File: src/sv/assert_macros.svh
// Assertion macros used by the tangent unit datapath.
// Expects clk and rst_n in the scope of each use.
`ifndef ASSERT_MACROS_SVH
`define ASSERT_MACROS_SVH

// expression holds at every clock edge out of reset
`define MTAO_ASSERT(label, expr) \
  label: assert property (@(posedge clk) disable iff (!rst_n) (expr)) \
    else $error("assertion failed");

// consequent holds in the cycle after the antecedent
`define MTAO_ASSERT_NEXT(label, ante, cons) \
  label: assert property (@(posedge clk) disable iff (!rst_n) (ante) |=> (cons)) \
    else $error("assertion failed");

`endif

File: src/sv/mtao_pkg.sv
// Package for the mesh tangent unit: constants, codes and the
// controller/datapath command and status structs. No dependencies.
`timescale 1ns / 1ps
package mtao_pkg;

  localparam int MAX_VERTICES = 4096;
  localparam int VIDX_W       = 12;
  localparam int CNT_W        = 13;
  localparam int IN_TDATA_W   = 248;
  localparam int OUT_TDATA_W  = 64;

  localparam logic [1:0] FN_LOAD = 2'd0;
  localparam logic [1:0] FN_TRI  = 2'd1;
  localparam logic [1:0] FN_QRY  = 2'd2;
  localparam logic [1:0] FN_CLR  = 2'd3;

  localparam logic [1:0] ST_DONE  = 2'd0;
  localparam logic [1:0] ST_DEGEN = 2'd1;
  localparam logic [1:0] ST_NOTLD = 2'd2;
  localparam logic [1:0] ST_FULL  = 2'd3;

  localparam logic [1:0] A_CNT = 2'd0;
  localparam logic [1:0] A_I1  = 2'd1;
  localparam logic [1:0] A_I2  = 2'd2;
  localparam logic [1:0] A_I3  = 2'd3;

  localparam logic [1:0] CV_NONE = 2'd0;
  localparam logic [1:0] CV_V1   = 2'd1;
  localparam logic [1:0] CV_V2   = 2'd2;
  localparam logic [1:0] CV_V3   = 2'd3;

  localparam logic [2:0] MS_DET_A = 3'd0;
  localparam logic [2:0] MS_DET_B = 3'd1;
  localparam logic [2:0] MS_NUM_A = 3'd2;
  localparam logic [2:0] MS_NUM_B = 3'd3;
  localparam logic [2:0] MS_SQ    = 3'd4;

  localparam logic [1:0] ACC_NONE = 2'd0;
  localparam logic [1:0] ACC_LOAD = 2'd1;
  localparam logic [1:0] ACC_ADD  = 2'd2;
  localparam logic [1:0] ACC_SUB  = 2'd3;

  localparam logic [1:0] DOP_NONE = 2'd0;
  localparam logic [1:0] DOP_LOAD = 2'd1;
  localparam logic [1:0] DOP_ADD  = 2'd2;

  localparam logic [1:0] TH_NONE = 2'd0;
  localparam logic [1:0] TH_X    = 2'd1;
  localparam logic [1:0] TH_Z    = 2'd2;

  localparam logic signed [15:0] POLE_LIM = 16'sd16368;

  typedef struct packed {
    logic       cap_in;
    logic       res_clr;
    logic       stat_set;
    logic [1:0] stat;
    logic       idx_cap;
    logic       idx_from_cnt;
    logic [1:0] addr_sel;
    logic       ld_we;
    logic       cnt_inc;
    logic       cnt_clr;
    logic [1:0] cap_v;
    logic [2:0] mul_sel;
    logic [1:0] acc_op;
    logic [1:0] comp;
    logic [1:0] comp2;
    logic       det_cap;
    logic       div_start;
    logic       div_norm;
    logic       div_step;
    logic       sd_cap;
    logic       sum_we;
    logic       q_cap;
    logic       g_use_d;
    logic [1:0] d_op;
    logic       d_sat;
    logic       tmp_wr;
    logic [1:0] tmp_hlp;
    logic       mag_cap;
    logic       mag_shr;
    logic       sq_init;
    logic       sq_step;
    logic       tan_wr;
    logic       out_write;
  } cmd_t;

  typedef struct packed {
    logic [1:0] func;
    logic       full;
    logic       bad_tri;
    logic       bad_q;
    logic       det_zero;
    logic       pole;
    logic       pole_use_x;
    logic       tmp_zero;
    logic       zero_use_x;
    logic       mag_big;
    logic       len_zero;
    logic       out_busy;
  } sts_t;

endpackage

File: src/sv/mtao_ctrl.sv
// Sequencer of the tangent unit: steps the datapath through load,
// triangle, query and clear. Uses mtao_pkg.
`timescale 1ns / 1ps
module mtao_ctrl (
  input  logic           clk,
  input  logic           rst_n,
  input  logic           in_tvalid,
  output logic           in_tready,
  input  mtao_pkg::sts_t sts,
  output mtao_pkg::cmd_t cmd
);

  localparam logic [4:0] S_IDLE  = 5'd0;
  localparam logic [4:0] S_DISP  = 5'd1;
  localparam logic [4:0] S_TRD   = 5'd2;
  localparam logic [4:0] S_TDET  = 5'd3;
  localparam logic [4:0] S_TDCHK = 5'd4;
  localparam logic [4:0] S_TNUM  = 5'd5;
  localparam logic [4:0] S_TDIV  = 5'd6;
  localparam logic [4:0] S_TSD   = 5'd7;
  localparam logic [4:0] S_TACC  = 5'd8;
  localparam logic [4:0] S_QCAP  = 5'd9;
  localparam logic [4:0] S_QCHK  = 5'd10;
  localparam logic [4:0] S_QD    = 5'd11;
  localparam logic [4:0] S_QT    = 5'd12;
  localparam logic [4:0] S_QZ    = 5'd13;
  localparam logic [4:0] S_NMAG  = 5'd14;
  localparam logic [4:0] S_NSH   = 5'd15;
  localparam logic [4:0] S_NSQ   = 5'd16;
  localparam logic [4:0] S_NSQI  = 5'd17;
  localparam logic [4:0] S_NSQR  = 5'd18;
  localparam logic [4:0] S_NLEN  = 5'd19;
  localparam logic [4:0] S_NDIV  = 5'd20;
  localparam logic [4:0] S_NTAN  = 5'd21;
  localparam logic [4:0] S_FIN   = 5'd22;

  localparam logic [6:0] DIV_LAST = 7'd80;
  localparam logic [6:0] SQ_LAST  = 7'd31;

  logic [4:0] state_r, state_nxt;
  logic [6:0] step_r, step_nxt;
  logic [1:0] comp_r, comp_nxt;

  always_ff @(posedge clk) begin
    if (!rst_n) begin
      state_r <= S_IDLE;
      step_r  <= '0;
      comp_r  <= '0;
    end else begin
      state_r <= state_nxt;
      step_r  <= step_nxt;
      comp_r  <= comp_nxt;
    end
  end

  assign in_tready = state_r == S_IDLE;

  always_comb begin
    cmd       = '0;
    cmd.comp  = comp_r;
    state_nxt = state_r;
    step_nxt  = step_r + 1'b1;
    comp_nxt  = comp_r;
    unique case (state_r)
      S_IDLE: begin
        step_nxt = '0;
        comp_nxt = '0;
        if (in_tvalid) begin
          cmd.cap_in = 1'b1;
          state_nxt  = S_DISP;
        end
      end
      S_DISP: begin
        cmd.res_clr  = 1'b1;
        cmd.addr_sel = mtao_pkg::A_I1;
        step_nxt     = '0;
        unique case (sts.func)
          mtao_pkg::FN_LOAD: begin
            state_nxt = S_FIN;
            if (sts.full) begin
              cmd.stat_set = 1'b1;
              cmd.stat     = mtao_pkg::ST_FULL;
            end else begin
              cmd.addr_sel     = mtao_pkg::A_CNT;
              cmd.ld_we        = 1'b1;
              cmd.idx_cap      = 1'b1;
              cmd.idx_from_cnt = 1'b1;
              cmd.cnt_inc      = 1'b1;
            end
          end
          mtao_pkg::FN_TRI: begin
            if (sts.bad_tri) begin
              cmd.stat_set = 1'b1;
              cmd.stat     = mtao_pkg::ST_NOTLD;
              state_nxt    = S_FIN;
            end else begin
              state_nxt = S_TRD;
            end
          end
          mtao_pkg::FN_QRY: begin
            cmd.idx_cap = 1'b1;
            if (sts.bad_q) begin
              cmd.stat_set = 1'b1;
              cmd.stat     = mtao_pkg::ST_NOTLD;
              state_nxt    = S_FIN;
            end else begin
              state_nxt = S_QCAP;
            end
          end
          default: begin
            cmd.cnt_clr = 1'b1;
            state_nxt   = S_FIN;
          end
        endcase
      end
      S_TRD: begin
        cmd.cap_v    = 2'(step_r + 1'b1);
        cmd.addr_sel = 2'(step_r + 2'd2);
        if (step_r == 7'd2) begin
          step_nxt  = '0;
          state_nxt = S_TDET;
        end
      end
      S_TDET: begin
        cmd.mul_sel = (step_r == 7'd0) ? mtao_pkg::MS_DET_A : mtao_pkg::MS_DET_B;
        priority case (step_r)
          7'd1:    cmd.acc_op = mtao_pkg::ACC_LOAD;
          7'd2:    cmd.acc_op = mtao_pkg::ACC_SUB;
          default: cmd.acc_op = mtao_pkg::ACC_NONE;
        endcase
        if (step_r == 7'd2) state_nxt = S_TDCHK;
      end
      S_TDCHK: begin
        cmd.det_cap = 1'b1;
        step_nxt    = '0;
        comp_nxt    = '0;
        if (sts.det_zero) begin
          cmd.stat_set = 1'b1;
          cmd.stat     = mtao_pkg::ST_DEGEN;
          state_nxt    = S_FIN;
        end else begin
          state_nxt = S_TNUM;
        end
      end
      S_TNUM: begin
        cmd.mul_sel = (step_r == 7'd0) ? mtao_pkg::MS_NUM_A : mtao_pkg::MS_NUM_B;
        priority case (step_r)
          7'd1:    cmd.acc_op = mtao_pkg::ACC_LOAD;
          7'd2:    cmd.acc_op = mtao_pkg::ACC_SUB;
          default: cmd.acc_op = mtao_pkg::ACC_NONE;
        endcase
        if (step_r == 7'd2) begin
          step_nxt  = '0;
          state_nxt = S_TDIV;
        end
      end
      S_TDIV: begin
        cmd.div_start = step_r == 7'd0;
        cmd.div_step  = step_r != 7'd0;
        if (step_r == DIV_LAST) state_nxt = S_TSD;
      end
      S_TSD: begin
        cmd.sd_cap = 1'b1;
        step_nxt   = '0;
        if (comp_r == 2'd2) begin
          comp_nxt  = '0;
          state_nxt = S_TACC;
        end else begin
          comp_nxt  = comp_r + 1'b1;
          state_nxt = S_TNUM;
        end
      end
      S_TACC: begin
        cmd.addr_sel = comp_r + 1'b1;
        if (step_r == 7'd1) begin
          cmd.sum_we = 1'b1;
          step_nxt   = '0;
          if (comp_r == 2'd2) begin
            state_nxt = S_FIN;
          end else begin
            comp_nxt = comp_r + 1'b1;
          end
        end
      end
      S_QCAP: begin
        cmd.q_cap = 1'b1;
        state_nxt = S_QCHK;
      end
      S_QCHK: begin
        step_nxt = '0;
        if (sts.pole) begin
          cmd.tmp_hlp = sts.pole_use_x ? mtao_pkg::TH_X : mtao_pkg::TH_Z;
          state_nxt   = S_NMAG;
        end else begin
          state_nxt = S_QD;
        end
      end
      S_QD: begin
        cmd.comp = step_r[1:0];
        priority case (step_r)
          7'd1:       cmd.d_op = mtao_pkg::DOP_LOAD;
          7'd2, 7'd3: cmd.d_op = mtao_pkg::DOP_ADD;
          default:    cmd.d_op = mtao_pkg::DOP_NONE;
        endcase
        if (step_r == 7'd4) begin
          cmd.d_sat = 1'b1;
          step_nxt  = '0;
          state_nxt = S_QT;
        end
      end
      S_QT: begin
        cmd.comp    = step_r[1:0];
        cmd.g_use_d = 1'b1;
        cmd.comp2   = 2'(step_r - 1'b1);
        cmd.tmp_wr  = step_r != 7'd0;
        if (step_r == 7'd3) state_nxt = S_QZ;
      end
      S_QZ: begin
        if (sts.tmp_zero) begin
          cmd.tmp_hlp = sts.zero_use_x ? mtao_pkg::TH_X : mtao_pkg::TH_Z;
        end
        state_nxt = S_NMAG;
      end
      S_NMAG: begin
        cmd.mag_cap = 1'b1;
        state_nxt   = S_NSH;
      end
      S_NSH: begin
        step_nxt = '0;
        if (sts.mag_big) begin
          cmd.mag_shr = 1'b1;
        end else begin
          state_nxt = S_NSQ;
        end
      end
      S_NSQ: begin
        cmd.comp    = step_r[1:0];
        cmd.mul_sel = mtao_pkg::MS_SQ;
        priority case (step_r)
          7'd1:       cmd.acc_op = mtao_pkg::ACC_LOAD;
          7'd2, 7'd3: cmd.acc_op = mtao_pkg::ACC_ADD;
          default:    cmd.acc_op = mtao_pkg::ACC_NONE;
        endcase
        if (step_r == 7'd3) state_nxt = S_NSQI;
      end
      S_NSQI: begin
        cmd.sq_init = 1'b1;
        step_nxt    = '0;
        state_nxt   = S_NSQR;
      end
      S_NSQR: begin
        cmd.sq_step = 1'b1;
        if (step_r == SQ_LAST) state_nxt = S_NLEN;
      end
      S_NLEN: begin
        step_nxt  = '0;
        comp_nxt  = '0;
        state_nxt = sts.len_zero ? S_FIN : S_NDIV;
      end
      S_NDIV: begin
        cmd.div_norm  = 1'b1;
        cmd.div_start = step_r == 7'd0;
        cmd.div_step  = step_r != 7'd0;
        if (step_r == DIV_LAST) state_nxt = S_NTAN;
      end
      S_NTAN: begin
        cmd.tan_wr = 1'b1;
        step_nxt   = '0;
        if (comp_r == 2'd2) begin
          state_nxt = S_FIN;
        end else begin
          comp_nxt  = comp_r + 1'b1;
          state_nxt = S_NDIV;
        end
      end
      S_FIN: begin
        if (!sts.out_busy) begin
          cmd.out_write = 1'b1;
          state_nxt     = S_IDLE;
        end
      end
      default: state_nxt = S_IDLE;
    endcase
  end

endmodule
File: config.mk
export PLATFORM = sky130hd
export DESIGN_NAME = mtao_ctrl
export DESIGN_NICKNAME = d
export VERILOG_FILES = /design/src/sv/assert_macros.svh /design/src/sv/mtao_pkg.sv /design/src/sv/mtao_ctrl.sv
export SDC_FILE = /design/constraint.sdc
export NUM_CORES = 1
export LEC_CHECK = 0
export BUFFER_PORTS_ARGS = -buffer_cell sky130_fd_sc_hd__buf_4
export CAP_MARGIN = 15
export CORE_MARGIN = 5
export CORE_UTILIZATION = 47
export CTS_CLUSTER_DIAMETER = 100
export DETAILED_ROUTE_END_ITERATION = 12
export PLACE_DENSITY = 0.82
export SLEW_MARGIN = 40
export SYNTH_ARGS = -nofsm -noshare
export SYNTH_HDL_FRONTEND = slang
export SYNTH_SLANG_ARGS = --single-unit
File: constraint.sdc
create_clock -name clk -period 1.94 [get_ports clk]
set_input_delay 0.194 -clock clk [delete_from_list [all_inputs] [get_ports clk]]
set_output_delay 0.194 -clock clk [all_outputs]
set_load 0.02 [all_outputs]
# Word-level counts from Yosys, hierarchy flattened
# Index checks and enable logic that the tools add are counted.
dict set report op_classes {
  add_sub_neg 4
  n_eq_ne 45
  mux 80
  reduce_logical 14
}
# op n
set op_table {}
lappend op_table {{5-bit case mux with 23 select lines} 1}
lappend op_table {{5-bit two-way mux} 18}
lappend op_table {{5-bit by 4-bit == test with 1-bit output, second input constant} 8}
lappend op_table {{5-bit == test, second input constant} 7}
lappend op_table {{2-bit != test, second input constant} 14}
lappend op_table {{7-bit case mux with 4 select lines} 1}
lappend op_table {{2-bit two-way mux} 13}
lappend op_table {{1-bit two-way mux} 25}
lappend op_table {{3-bit two-way mux} 7}
lappend op_table {{7-bit two-way mux} 3}
lappend op_table {{5-bit by 3-bit == test with 1-bit output, second input constant} 4}
lappend op_table {{5-bit case mux with 3 select lines} 1}
lappend op_table {{7-bit by 2-bit == test with 1-bit output, second input constant} 2}
lappend op_table {{14-bit AND reduction} 1}
lappend op_table {{2-bit case mux with 2 select lines} 3}
lappend op_table {{5-bit by 2-bit == test with 1-bit output, second input constant} 2}
lappend op_table {{5-bit case mux with 2 select lines} 1}
lappend op_table {{3-bit case mux with 3 select lines} 1}
lappend op_table {{3-bit OR reduction} 3}
lappend op_table {{9-bit OR reduction} 1}
lappend op_table {{2-bit case mux with 4 select lines} 1}
lappend op_table {{7-bit by 1-bit adder with 7-bit output, second input constant} 1}
lappend op_table {{7-bit by 1-bit == test with 1-bit output, second input constant} 1}
lappend op_table {{7-bit by 3-bit == test with 1-bit output, second input constant} 1}
lappend op_table {{other kinds (20)} 23}
dict set report totals {
  ff_bits 14
  input_bits 16
  out_inout_bits 44
  wordCells 146
}

# Longest topological paths before layout
dict set report depth {
  ltp_word 4
  depth_mapped 8
}

# Least setup slack after synthesis
# OpenSTA, ideal clock, no wires.
dict set report synth_path {
  kind {register to output}
  start {register state_r[2]}
  end {output cmd[25] (netlist name)}
  t_arrival_ns 2.052
  required_time_ns 1.746
  slack_ns -0.306
  path_stages_with_launch 8
  cell_sequence {dfxtp_1 > clkbuf_1 > buf_1 > buf_2 > xnor2_1 > nor3_1 > o21ai_0 > a21boi_0}
}
# element line
set synth_lines {}
lappend synth_lines {{start: declaration} mtao_ctrl.sv:40} ;# logic [4:0] state_r, state_nxt;
lappend synth_lines {{start signal: assignment} mtao_ctrl.sv:50} ;# state_r <= state_nxt;
lappend synth_lines {{end: declaration} mtao_ctrl.sv:10} ;# output mtao_pkg::cmd_t cmd

# Worst setup path in the final report
dict set report layout_path {
  start {register step_r[5]}
  end {register state_r[3]}
}
dict set report layout_between {
  elab_chain_len 3
  elab_cells_between_ends 17
  classes_between {eq/ne: 16; reduce/logical: 1}
}
# element line
set layout_lines {}
lappend layout_lines {{start: declaration} mtao_ctrl.sv:41} ;# logic [6:0] step_r, step_nxt;
lappend layout_lines {{start signal: assignment} mtao_ctrl.sv:51} ;# step_r <= step_nxt;
lappend layout_lines {{7-bit by 5-bit == test with 1-bit output, or another cell as far along} mtao_ctrl.sv:253} ;# if (step_r == SQ_LAST) state_nxt = S_NLEN;
lappend layout_lines {{2-bit != test (no source line)} --}
lappend layout_lines {{14-bit AND reduction (no source line) (*)} --}
# Mark *: on every way between the ends. The rest lies on a longest branch, timed or not.
# A chain may end at the register's enable or synchronous reset.

==> out/metrics.csv <==
stage,metric,value,unit
outcome,status,finished with violations,
outcome,violations,setup timing,
sta,fin_skew,0.00557,ns
drt,final_antenna_net_count,0,
flow_run,cap_violations,0,
critical_path,worstPathMaxFanout,5,
layout,antenna_cells,0,
critical_path,cp-end-kind,flip-flop,
drt,routed-via-count,2568,
drt,first_pass_iters,5,
yosys,mappedNetlistArea,0.00192,mm2
yosys,synthArstFlopShare,0,
placed_design,pre_cts_ws,-0.101,ns
yosys,ys_ff_latch,14,
pwr,p_leak,0.00139,uW
global_route,grt_pass1_vias,2399,
floorplan,core_region_area,0.00397,mm2
drt,wirelength,7690,um
global_route,grt_max_degree,17,
layout,layout.nets,405,
sta,fin_setup_tns,-1.12,ns
sta,fin_crit,2.09,ns
sta,layout_setup_ws,-0.153,ns
placed_design,port_buffers,59,
cts,numCtsBuffers,3,
global_route,overflow,0,
drt,wl_per_cell,18.1,um
hold_path,min_path_type,input port to flip-flop,
floorplan,dieHeight,73.9,um
critical_path,cp-start-kind,flip-flop,
cts,clockRootBuffer,clkbuf_8,
floorplan,ios,60,
yosys,netlist_instances,272,
sta,period_share,1.08,
sta,finalHoldViolCount,0,
floorplan,initial_core_util,0.483,
yosys,synthSimpleGateAreaFrac,0.357,
cts,tritoncts,done,
sta,fin_hold_ws,0.269,ns
cts,ctsLongestPathBuffers,2,
cts,cts_hold_buf,0,
critical_path,crit_path_max_incr_delay,0.58,ns
global_route,antenna_found_initial,0,
yosys,synth_warnings,0,
yosys,synth_xor_area_frac,0.0274,
layout,synthToLayoutAreaGrowth,59.9,%
cts,clk_latency,0.24,ns
sta,tightest_slew,0.593,ns
global_route,grt_usage,0.271,
critical_path,cp_data_arrival_time,2.26,ns
yosys,seq_area_frac_synth,0.146,
cts,clk_pin_slew,0.06,ns
placed_design,dpl.hpwl,5590,um
yosys,synth_adder_area_share,0.0783,
yosys,syn_area_per_cell,7.05,um2
yosys,synth-edff-count,0,
yosys,synth_top_family_by_area,simple AND/OR/NAND/NOR gates,
drt,drc,0,
floorplan,die_x,73.9,um
layout,drive_gt1_frac,0.480,
yosys,muxShareOfSynthArea,0.0424,
sta,slew_viol_final,0,
sta,fmax,478,MHz
yosys,synth_flop_cell,dfxtp_1,
critical_path,crit_type,flip-flop to flip-flop,
sta,setup_violations,25,
global_route,grt_pass1_wl,11600,um
yosys,synth_nets,300,
floorplan,rows,23,
sta,timing.slew.headroom,0.600,
pwr,irDropWorstVdd,0.699,mV
yosys,synth_compound_area_frac,0.249,
cts,cts_sinks,14,
drt,vias_per_cell,6.04,
pwr,p_per_area,856,mW/mm2
yosys,synth_cell_types,63,
placed_design,gp_congestion,0.967,
cts,htree_levels,1,
drt,dr.first_iter.drc_count,325,
sta,rsz0062_at_grt,true,
critical_path,path_cells,or4_4 > nor3b_4 > o2111ai_2 > nor4_4 > buf_6 > mux2i_2,
critical_path,slowest_stage,or4_4,
critical_path,critPathRequiredTime,2.10,ns
floorplan,dieArea,0.00546,mm2
==> worst max-delay path, delay by kind of cell, from the launching register on <==
kind / cells / cell delay (ns)
AOI/OAI and AO/OA: 1 / 0.15
buffers and inverters: 1 / 0.17
DFF: 1 / 0.35
muxes: 1 / 0.23
and+or+nand+nor: 3 / 1.12
==> kinds of logic (layout without fill, tap and decap cells) <==
logic type | count (synthesis) | after routing
mux | 8 | 8
simple gates | 131 | 131
fa+ha+maj | 12 | 12
buf+inv | 39 | 142
flops | 14 | 14
compound gates | 62 | 62
xor+xnor | 6 | 6
==> routing by layer <==
metal  up-vias  GRT usage  part of all wire
li1       1178          -                 -
met1      1187      0.350              0.37
met2       164      0.447              0.50
met3        39     0.0410             0.087
met4         0      0.105             0.048
met5         -          0                 0
==> state kept, by name, summed over array words and instances (netlist names) <==
register / flops
comp_r: 2
state_r: 5
step_r: 7
==> cell usage in the layout, fill, tap and decap left out, types with 3 or more instances in the layout <==
master and count:
nand4_1 3, buf_4 111, nand2_1 26, a32oi_1 4, dfxtp_1 6, a31o_2 3
nor2b_1 5, or3_1 3, nor2_4 5, o21ai_0 11, dfxtp_2 8, nor3_2 3
inv_1 18, xnor2_1 5, a21oi_1 5, buf_6 9, clkbuf_8 3, nand3_1 10
nand2b_1 7, nor4_2 3, nor2_1 26, a21o_1 7, mux2i_1 6, and3_1 5
ha_1 11, nor3_1 6, nor2_2 4
==> cell usage after synthesis, types with 4 or more instances <==
| cell type | number | area (um2) |
|---|---|---|
| nor2b_1 | 8 | 50.1 |
| xnor2_1 | 5 | 43.8 |
| dfxtp_1 | 14 | 280 |
| ha_1 | 12 | 150 |
| clkbuf_1 | 4 | 15.0 |
| buf_2 | 8 | 40.0 |
| nand2b_1 | 9 | 56.3 |
| and3_1 | 5 | 31.3 |
| nand3_1 | 12 | 60.1 |
| nor3_1 | 11 | 55.1 |
| o21ai_0 | 12 | 60.1 |
| inv_1 | 18 | 67.6 |
| nor2_1 | 34 | 128 |
| a32oi_1 | 4 | 35.0 |
| nand2_1 | 27 | 101 |
| a21oi_1 | 6 | 30.0 |
| mux2i_1 | 7 | 70.1 |
| a21o_1 | 7 | 52.6 |
==> worst paths after layout <==
check	cells past startpoint	slack [ns]	start	endpoint
worst min-delay path	3	0.27	rst_n	state_r[4]$_SDFFE_PN0P_
worst min register to register	2	0.53	step_r[0]$_SDFF_PN0_	step_r[0]$_SDFF_PN0_
worst max-delay path	6	-0.15	step_r[5]$_SDFF_PN0_	state_r[3]$_SDFFE_PN0P_
worst max register to register	6	-0.15	step_r[5]$_SDFF_PN0_	state_r[3]$_SDFFE_PN0P_
==> power breakdown <==
group          switching, uW  leakage, uW  internal, uW
logic                   1070      0.00125           869
clock network            101    0.0000216           137
registers                105     0.000117           343
total                   1280      0.00139          1350
==> final cells by class <==
class	instances	area (um2)
multi-input combinational	219	1660
inverter	19	75.1
timing repair buffer	120	935
fill	267	903
tap	50	62.6
sequential	14	290
clock buffer	3	41.3
==> stage by stage <==
| stage | instances | instance area (um2) | power, uW | utilization |
|---|---|---|---|---|
| after floorplan | 272 | 1950 | 1430 | - |
| after global placement | 421 | 2790 | 2090 | 0.701 |
| after detailed placement | 421 | 2790 | 2130 | 0.701 |
| after CTS | 425 | 2930 | 2430 | 0.738 |
| after global routing | 425 | 3070 | 2790 | 0.773 |
| final | 425 | 3070 | 2630 | 0.773 |
==> repair_timing <==
item	CTS	global route
endpoints found under the setup margin	36	38
pin swaps	14	7
buffers inserted	1	0
gates resized for setup	25	32
Power figures use the tool's default switching activity.
